$ cat src/rtl/core/fcph_pkg.sv
package fcph_pkg;

	localparam int JOB_DEPTH = 2;
	localparam int CFG_IDX_W = 1;
	localparam int CFG_DATA_W = 8;

	localparam logic [7:0] OP_REQ_CTRL = 8'h00;
	localparam logic [7:0] OP_RESET = 8'h01;
	localparam logic [7:0] OP_TARGET_LEVEL = 8'h04;
	localparam logic [7:0] OP_START = 8'h07;
	localparam logic [7:0] OP_STOP = 8'h08;
	localparam logic [7:0] OP_SIMULATION = 8'h11;

	localparam logic [7:0] RC_SUCCESS = 8'h01;
	localparam logic [7:0] RC_UNSUPPORTED = 8'h02;
	localparam logic [7:0] RC_INVALID = 8'h03;

	localparam logic [7:0] MSG_RESPONSE = 8'h80;
	localparam logic [7:0] MSG_LEVEL_CHANGED = 8'h07;
	localparam logic [7:0] MSG_SIM_CHANGED = 8'h12;
	localparam logic [15:0] TS_MANUAL = 16'h0D00;
	localparam logic [15:0] TS_IDLE = 16'h0100;

	localparam logic [55:0] EVT_TARGET_LEVEL = 56'd1;
	localparam logic [55:0] EVT_SIMULATION = 56'd2;

	localparam logic [0:0] CFG_MIN_LEVEL = 1'b0;
	localparam logic [0:0] CFG_MAX_LEVEL = 1'b1;

	typedef enum logic [1:0] {
		CH_RESPONSE = 2'd0,
		CH_TRAINING = 2'd1,
		CH_MACHINE = 2'd2,
		CH_EVENT = 2'd3
	} channel_t;

	typedef struct packed {
		logic [7:0] opcode;
		logic [4:0] msg_length;
		logic [47:0] param_bytes;
		logic link_up;
	} in_item_t;

	typedef struct packed {
		logic [1:0] channel;
		logic [2:0] out_length;
		logic [55:0] out_bytes;
		logic last;
		logic [7:0] target_level;
		logic signed [15:0] grade_now;
	} out_item_t;

	typedef struct packed {
		logic [1:0] channel;
		logic [2:0] out_length;
		logic [55:0] out_bytes;
	} res_t;

	// One job holds every result that a request causes, in order.
	typedef struct packed {
		logic [1:0] cnt;
		res_t [2:0] res;
		logic [7:0] target_level;
		logic signed [15:0] grade_now;
	} job_t;

endpackage

$ cat src/rtl/core/fcph_front.sv
module fcph_front import fcph_pkg::*; (
	input  logic clk,
	input  logic arst_n,
	input  logic push,
	input  in_item_t in_item,
	input  logic cfg_we,
	input  logic [CFG_IDX_W-1:0] cfg_index,
	input  logic [CFG_DATA_W-1:0] cfg_wdata,
	input  logic job_full,
	output logic job_push,
	output job_t job
);

	logic [7:0] min_level_q, max_level_q;
	logic [7:0] level_q;
	logic [15:0] wind_q, grade_q;
	logic [7:0] rolling_q, drag_q;

	logic [7:0] op, byte1, rc, level_new;
	logic [4:0] len;
	logic link, level_ok, sim_ok, changed;
	logic [47:0] kept;
	logic [15:0] w, g;
	logic [7:0] r, d;
	res_t resp, status_r, event_r;

	assign job_push = push && !job_full;
	assign op = in_item.opcode;
	assign len = in_item.msg_length;
	assign link = in_item.link_up;
	assign byte1 = in_item.param_bytes[7:0];

	assign level_ok = (len == 5'd2) && (byte1 >= min_level_q) && (byte1 <= max_level_q);
	assign sim_ok = (len == 5'd3) || (len == 5'd5) || (len == 5'd6) || (len == 5'd7);
	assign level_new = (op == OP_TARGET_LEVEL && level_ok) ? byte1 : level_q;

	// Parameters past the end of the message read as zero.
	always_comb begin
		case (len)
			5'd3: kept = {32'd0, in_item.param_bytes[15:0]};
			5'd5: kept = {16'd0, in_item.param_bytes[31:0]};
			5'd6: kept = {8'd0, in_item.param_bytes[39:0]};
			default: kept = in_item.param_bytes;
		endcase
	end

	assign w = kept[15:0];
	assign g = kept[31:16];
	assign r = kept[39:32];
	assign d = kept[47:40];
	assign changed = sim_ok && ((w != wind_q) || (g != grade_q) || (r != rolling_q) ||
		(d != drag_q));

	always_comb begin
		case (op)
			OP_REQ_CTRL, OP_RESET, OP_START: rc = (len == 5'd1) ? RC_SUCCESS : RC_INVALID;
			OP_STOP: rc = (len == 5'd2) ? RC_SUCCESS : RC_INVALID;
			OP_TARGET_LEVEL: rc = level_ok ? RC_SUCCESS : RC_INVALID;
			OP_SIMULATION: rc = sim_ok ? RC_SUCCESS : RC_INVALID;
			default: rc = RC_UNSUPPORTED;
		endcase
	end

	always_comb begin
		resp = '{channel: CH_RESPONSE, out_length: 3'd3,
			out_bytes: {32'd0, rc, op, MSG_RESPONSE}};
		status_r = '{channel: CH_TRAINING, out_length: 3'd2, out_bytes: {40'd0, TS_MANUAL}};
		event_r = '{channel: CH_EVENT, out_length: 3'd1, out_bytes: EVT_TARGET_LEVEL};
		job.cnt = 2'd1;
		case (op)
			OP_RESET, OP_START: begin
				job.cnt = link ? 2'd2 : 2'd1;
			end
			OP_STOP: begin
				status_r.out_bytes = {40'd0, TS_IDLE};
				job.cnt = link ? 2'd2 : 2'd1;
			end
			OP_TARGET_LEVEL: begin
				status_r = '{channel: CH_MACHINE, out_length: 3'd2,
					out_bytes: {40'd0, level_new, MSG_LEVEL_CHANGED}};
				job.cnt = link ? 2'd3 : 2'd2;
			end
			OP_SIMULATION: begin
				status_r = '{channel: CH_MACHINE, out_length: len[2:0],
					out_bytes: {kept, MSG_SIM_CHANGED}};
				event_r.out_bytes = EVT_SIMULATION;
				if (changed) begin
					job.cnt = link ? 2'd3 : 2'd2;
				end
			end
			default: begin
				job.cnt = 2'd1;
			end
		endcase
		job.res[0] = resp;
		job.res[1] = link ? status_r : event_r;
		job.res[2] = event_r;
		job.target_level = level_new;
		job.grade_now = (op == OP_SIMULATION && sim_ok) ? g : grade_q;
	end

	always_ff @(posedge clk or negedge arst_n) begin
		if (!arst_n) begin
			min_level_q <= 8'd0;
			max_level_q <= 8'hFF;
			level_q <= 8'd0;
			wind_q <= 16'd0;
			grade_q <= 16'd0;
			rolling_q <= 8'd0;
			drag_q <= 8'd0;
		end else begin
			if (cfg_we) begin
				case (cfg_index)
					CFG_MIN_LEVEL: min_level_q <= cfg_wdata;
					CFG_MAX_LEVEL: max_level_q <= cfg_wdata;
					default: ;
				endcase
			end
			if (job_push) begin
				level_q <= level_new;
				if (op == OP_SIMULATION && sim_ok) begin
					wind_q <= w;
					grade_q <= g;
					rolling_q <= r;
					drag_q <= d;
				end
			end
		end
	end

endmodule

$ cat src/rtl/core/fcph_job_fifo.sv
module fcph_job_fifo import fcph_pkg::*; #(
	parameter int Depth = JOB_DEPTH
) (
	input  logic clk,
	input  logic arst_n,
	input  logic wr_en,
	input  job_t wr_job,
	output logic full,
	input  logic rd_en,
	output logic valid,
	output job_t rd_job
);

	localparam int PtrW = (Depth > 1) ? $clog2(Depth) : 1;
	localparam int CntW = $clog2(Depth + 1);

	job_t mem [Depth];
	job_t head_q;
	logic head_valid_q;
	logic [PtrW-1:0] wr_ptr_q, rd_ptr_q;
	logic [CntW-1:0] count_q;
	logic refill;

	// The head register holds the oldest job. It is refilled from the array
	// whenever it is empty or its job is being taken.
	assign full = (count_q == CntW'(Depth));
	assign refill = (!head_valid_q || rd_en) && (count_q != '0);
	assign valid = head_valid_q;
	assign rd_job = head_q;

	always_ff @(posedge clk) begin
		if (wr_en) begin
			mem[wr_ptr_q] <= wr_job;
		end
		if (refill) begin
			head_q <= mem[rd_ptr_q];
		end
	end

	always_ff @(posedge clk or negedge arst_n) begin
		if (!arst_n) begin
			wr_ptr_q <= '0;
			rd_ptr_q <= '0;
			count_q <= '0;
			head_valid_q <= 1'b0;
		end else begin
			if (wr_en) begin
				wr_ptr_q <= (wr_ptr_q == PtrW'(Depth - 1)) ? '0 : wr_ptr_q + 1'b1;
			end
			if (refill) begin
				rd_ptr_q <= (rd_ptr_q == PtrW'(Depth - 1)) ? '0 : rd_ptr_q + 1'b1;
			end
			if (wr_en && !refill) begin
				count_q <= count_q + 1'b1;
			end else if (refill && !wr_en) begin
				count_q <= count_q - 1'b1;
			end
			if (refill) begin
				head_valid_q <= 1'b1;
			end else if (rd_en) begin
				head_valid_q <= 1'b0;
			end
		end
	end

endmodule

$ cat src/rtl/core/fcph_back.sv
module fcph_back import fcph_pkg::*; (
	input  logic clk,
	input  logic arst_n,
	input  logic job_valid,
	input  job_t job,
	output logic job_pop,
	output logic empty,
	input  logic pop,
	output out_item_t out_item
);

	logic [1:0] idx_q;
	logic out_valid_q;
	out_item_t out_q;
	logic load, is_last;
	res_t cur;

	assign load = job_valid && (!out_valid_q || pop);
	assign cur = job.res[idx_q];
	assign is_last = (idx_q == job.cnt - 2'd1);
	assign job_pop = load && is_last;
	assign empty = !out_valid_q;
	assign out_item = out_q;

	always_ff @(posedge clk) begin
		if (load) begin
			out_q <= '{channel: cur.channel, out_length: cur.out_length,
				out_bytes: cur.out_bytes, last: is_last,
				target_level: job.target_level, grade_now: job.grade_now};
		end
	end

	always_ff @(posedge clk or negedge arst_n) begin
		if (!arst_n) begin
			idx_q <= 2'd0;
			out_valid_q <= 1'b0;
		end else begin
			if (load) begin
				out_valid_q <= 1'b1;
				idx_q <= is_last ? 2'd0 : idx_q + 2'd1;
			end else if (pop) begin
				out_valid_q <= 1'b0;
			end
		end
	end

endmodule

$ cat src/rtl/core/fitness_control_point_handler_core.sv
// Channel  Direction  Handshake               Payload
// request  in         push / full             in_item (in_item_t)
// result   out        pop / empty             out_item (out_item_t)
// config   in         cfg_we, no wait         cfg_index, cfg_wdata
//
// The front part checks a request and updates the stored level and simulation
// values in the cycle it is accepted, and queues one job holding all of its
// results. The back part issues the one to three results of a job in order;
// the result register limits the rate to one result per cycle while pop keeps
// it free. Requests are taken back to back while the job queue has room.
// Reset clears the configuration to its defaults, the stored values to zero
// and both queues to empty. A stalled result side fills the job queue and then
// raises full.
module fitness_control_point_handler_core import fcph_pkg::*; #(
	parameter int JobDepth = JOB_DEPTH
) (
	input  logic clk,
	input  logic arst_n,
	input  logic push,
	output logic full,
	input  in_item_t in_item,
	output logic empty,
	input  logic pop,
	output out_item_t out_item,
	input  logic cfg_we,
	input  logic [CFG_IDX_W-1:0] cfg_index,
	input  logic [CFG_DATA_W-1:0] cfg_wdata
);

	logic job_push, job_pop, job_valid;
	job_t job_in, job_out;

	// Classify the request and update the stored state.
	fcph_front u_front (
		.clk(clk),
		.arst_n(arst_n),
		.push(push),
		.in_item(in_item),
		.cfg_we(cfg_we),
		.cfg_index(cfg_index),
		.cfg_wdata(cfg_wdata),
		.job_full(full),
		.job_push(job_push),
		.job(job_in)
	);

	// The job queue decouples acceptance from result delivery.
	fcph_job_fifo #(
		.Depth(JobDepth)
	) u_job_fifo (
		.clk(clk),
		.arst_n(arst_n),
		.wr_en(job_push),
		.wr_job(job_in),
		.full(full),
		.rd_en(job_pop),
		.valid(job_valid),
		.rd_job(job_out)
	);

	// Sequence the results of each job into the output register.
	fcph_back u_back (
		.clk(clk),
		.arst_n(arst_n),
		.job_valid(job_valid),
		.job(job_out),
		.job_pop(job_pop),
		.empty(empty),
		.pop(pop),
		.out_item(out_item)
	);

endmodule

$ cat config.mk
export PLATFORM = sky130hd
export DESIGN_NAME = fitness_control_point_handler_core
export DESIGN_NICKNAME = d
export VERILOG_FILES = /design/src/rtl/core/fcph_pkg.sv /design/src/rtl/core/fcph_front.sv /design/src/rtl/core/fcph_job_fifo.sv /design/src/rtl/core/fcph_back.sv /design/src/rtl/core/fitness_control_point_handler_core.sv
export SDC_FILE = /design/constraint.sdc
export NUM_CORES = 1
export LEC_CHECK = 0
export BUFFER_PORTS_ARGS = -buffer_cell sky130_fd_sc_hd__buf_2
export CAP_MARGIN = 30
export CORE_MARGIN = 8
export CORE_UTILIZATION = 39
export DETAILED_ROUTE_END_ITERATION = 6
export SYNTH_ARGS = -nofsm -noshare
export SYNTH_HDL_FRONTEND = slang
export SYNTH_SLANG_ARGS = --single-unit
$ cat constraint.sdc
create_clock -name clk -period 5.52 [get_ports clk]
set_input_delay 0.276 -clock clk [delete_from_list [all_inputs] [get_ports clk]]
set_output_delay 0.276 -clock clk [all_outputs]
set_load 0.02 [all_outputs]
==> impl_metrics.yaml <==
run_status:
  outcome: "complete, no violations"
timing:
  holdWs_ns: 0.0329
  relSlewSlack: 0.417
  setup_slack_ns: 2.37
  fin_crit_sh: 0.571
  rsz0062_at_grt: "false"
  fmax_mhz: 317
  maxSlewViolCount: 0
  hold_viol: 0
  fin_skew_ns: 0.0118
  tns_ns: 0
  setup_viol: 0
  fin_crit_ns: 3.15
  worst_pin_slew_ns: 0.872
cts:
  postCtsSetupRepairBufs: 0
  clk_pin_slew_ns: 0.06
  clockBufferDepth: 3
  worstSkewPairLatency_ns: 0.57
  htree_levels: 2
  cts-root-buf: "clkbuf_16"
  cts_tree: "yes"
  cts_made_buffers: 47
  cts_sinks: 448
  cts_resized: 0
setup_path:
  cpMostUsedCell: "inv_1"
  worstSetupEndpointType: "flip-flop"
  critPathKind: "in2reg"
  reg2reg_depth: 8
  timing.critical_path.buf_inv: 4
  crit_chain: "dlygate4sd3_1 -> buf_2 -> nor3_2 -> nand4_1 -> inv_1 -> nand2_1 -> inv_1 -> and3_1"
  crit_path_start_kind: "input port"
  slowest_delay_ns: 0.62
  crit_cells: 8
  critPathMaxFanout: 19
  cp_top_family: "buffers and inverters"
  worstPathArrival_ns: 3.57
  crit_required_ns: 5.94
  cpMaxStageDelayCell: "nand2_1"
cells_and_area:
  final_common_cell: "edfxtp_1"
  stdcell_area_mm2: 0.0215
  final_cell_mix: "368 x edfxtp_1, 159 x buf_2, 134 x mux2_2, 109 x nand2_1, 72 x o21ai_0"
  drive_gt1_frac: 0.286
  post-route-util: 0.467
  area_growth_pct: 19.3
  layout.nets: 1484
  instances_no_fill: 2038
routing:
  drt-wirelength-per-cell_um: 19.8
  drt-vias-per-instance: 4.98
  drc: 0
  dr_total_vias: 10153
  first_iter_violations: 679
  dr.pass1.iters: 5
  ant_nets: 0
  routed_wl_um: 40400
placement:
  port_buffers: 160
  gp_congestion: 0.821
  place_inst: 1915
  dpl-instance-area_mm2: 0.0196
  dpl.hpwl_um: 27600
  post-place-ws_ns: 2.02
yosys:
  synth-xor-area-share: 0.0194
  synth_area_mm2: 0.0181
  syn_inst: 1183
  syn_avg_cell_area_um2: 15.3
  synthMuxAreaShare: 0.0891
  synth-edff-count: 368
  synthArstFlopShare: 0.179
  yosysSeqAreaShare: 0.724
  synth_top_family_by_area: "multiplexers"
  synth_cell_types: 66
  synth-compound-area-share: 0.0543
  synth-seq-cells: 448
  yosys.area_share.adder: 0.0125
  synth_ff_type: "edfxtp_1"
  yosys_warnings: 0
  synthSimpleGateAreaFrac: 0.0809
floorplan:
  row_count: 79
  core_area_mm2: 0.0462
  dieArea_mm2: 0.0534
  fp.dieH_um: 231
  fp.dieW_um: 231
  initial_core_util: 0.391
  ioPinCount: 164
run:
  cap_violations: 0
global_route:
  grt_pass1_vias: 10459
  grt_max_degree: 75
  antenna_found_initial: 5
  track_usage: 0.150
  grt_first_pass_wirelength_um: 62000
  grt_overflow_total: 0
min_path:
  min_path_cells: 3
  hold_class: "in2reg"
power:
  ir_drop_uv: 262
  p_per_area_mw_per_mm2: 483
  totalPowerFinal_mw: 10.4
  p_leak_nw: 8.44
==> what timing repair did <==
item,CTS,global route
endpoints found under the setup margin,0,0
hold buffers,33,0
endpoints found under the hold margin,79,0
==> cell families after synthesis <==
logic type	Yosys count
AOI/OAI and AO/OA	151
xor gates and xnor gates	40
adders and majority gates	18
buffers and inverters	91
DFF	448
muxes	144
other	1
and+or+nand+nor	290
==> area by class of cell <==
cell class                 instances  area, um2
multi-input combinational        646       4660
clock inverter                    28        319
sequential                       448      13100
fill                            4072      24600
clock buffer                      59       1300
inverter                          40        151
timing repair buffer             207       1280
antenna                            3       7.51
tap                              607        759
==> report_power, final <==
| group | total, mW | switching (mW) | internal [mW] |
|---|---|---|---|
| registers | 5.02 | 0.265 | 4.75 |
| logic | 2.10 | 1.32 | 0.776 |
| clock network | 3.29 | 1.29 | 2.00 |
==> flip-flops by register name, indices dropped and copies added (netlist names), 2 cells and up <==
| signal | count |
|---|---|
| u_back.out_item | 83 |
| u_front.max_level_q | 8 |
| u_front.wind_q | 16 |
| u_front.drag_q | 8 |
| u_job_fifo.mem | 190 |
| u_front.min_level_q | 8 |
| u_front.rolling_q | 8 |
| u_front.grade_q | 16 |
| u_back.idx_q | 2 |
| u_front.level_q | 8 |
| u_job_fifo.rd_job | 95 |
| u_job_fifo.count_q | 2 |
==> final timing paths <==
path,slack [ns],end,from
setup / recovery,2.37,u_job_fifo.mem[0][80],in_item[59]
hold / removal,0.03,u_back.out_valid_q,pop
setup reg to reg,2.38,u_job_fifo.rd_job[40],u_back.idx_q[1]
max in group asynchronous,4.21,u_job_fifo.rd_ptr_q,arst_n
min in group asynchronous,0.20,u_front.grade_q[5],arst_n
hold reg to reg,0.41,u_back.out_item[1],u_job_fifo.rd_job[1]
==> per-layer routing <==
metal	up-vias	global-route usage	part of all wire
li1	4848	-	-
met1	4996	0.200	0.45
met2	230	0.235	0.46
met3	75	0.0356	0.054
met4	4	0.0622	0.035
met5	-	0	0.00045
==> tightest hold or removal path, delay by kind of cell <==
| kind | cells | cell delay (ns) |
|---|---|---|
| and+or+nand+nor | 2 | 0.20 |
| buffers and inverters | 1 | 0.07 |
==> synthesized netlist by cell type (all sizes together) (2+ instances only) <==
cell type | number | share of area
nor4 | 6 | 0.0024
nor4bb | 3 | 0.0017
ha | 18 | 0.012
nand2b | 6 | 0.0021
clkbuf | 42 | 0.0087
a21o | 6 | 0.0025
nand4 | 6 | 0.0021
a2111oi | 6 | 0.0033
a21oi | 13 | 0.0036
mux2i | 10 | 0.0055
mux2 | 134 | 0.084
a31o | 2 | 0.00097
xnor2 | 31 | 0.015
a22o | 9 | 0.0044
o22ai | 5 | 0.0017
nand3 | 10 | 0.0028
o32ai | 6 | 0.0029
dfrtp | 72 | 0.10
edfxtp | 368 | 0.61
a221o | 2 | 0.0011
o2bb2ai | 2 | 0.00097
nor3 | 7 | 0.0028
buf | 9 | 0.0030
nor2b | 4 | 0.0014
nor3b | 2 | 0.00083
o2111ai | 3 | 0.0015
or3 | 6 | 0.0024
a31oi | 8 | 0.0028
and2 | 3 | 0.0010
dfstp | 8 | 0.012
inv | 39 | 0.0081
nor4b | 2 | 0.0018
and3 | 68 | 0.024
o21a | 5 | 0.0021
nor2 | 54 | 0.011
nand2 | 109 | 0.023
o31ai | 2 | 0.0011
o21ai | 73 | 0.021
xor2 | 9 | 0.0044
Power figures use the tool's default switching activity.
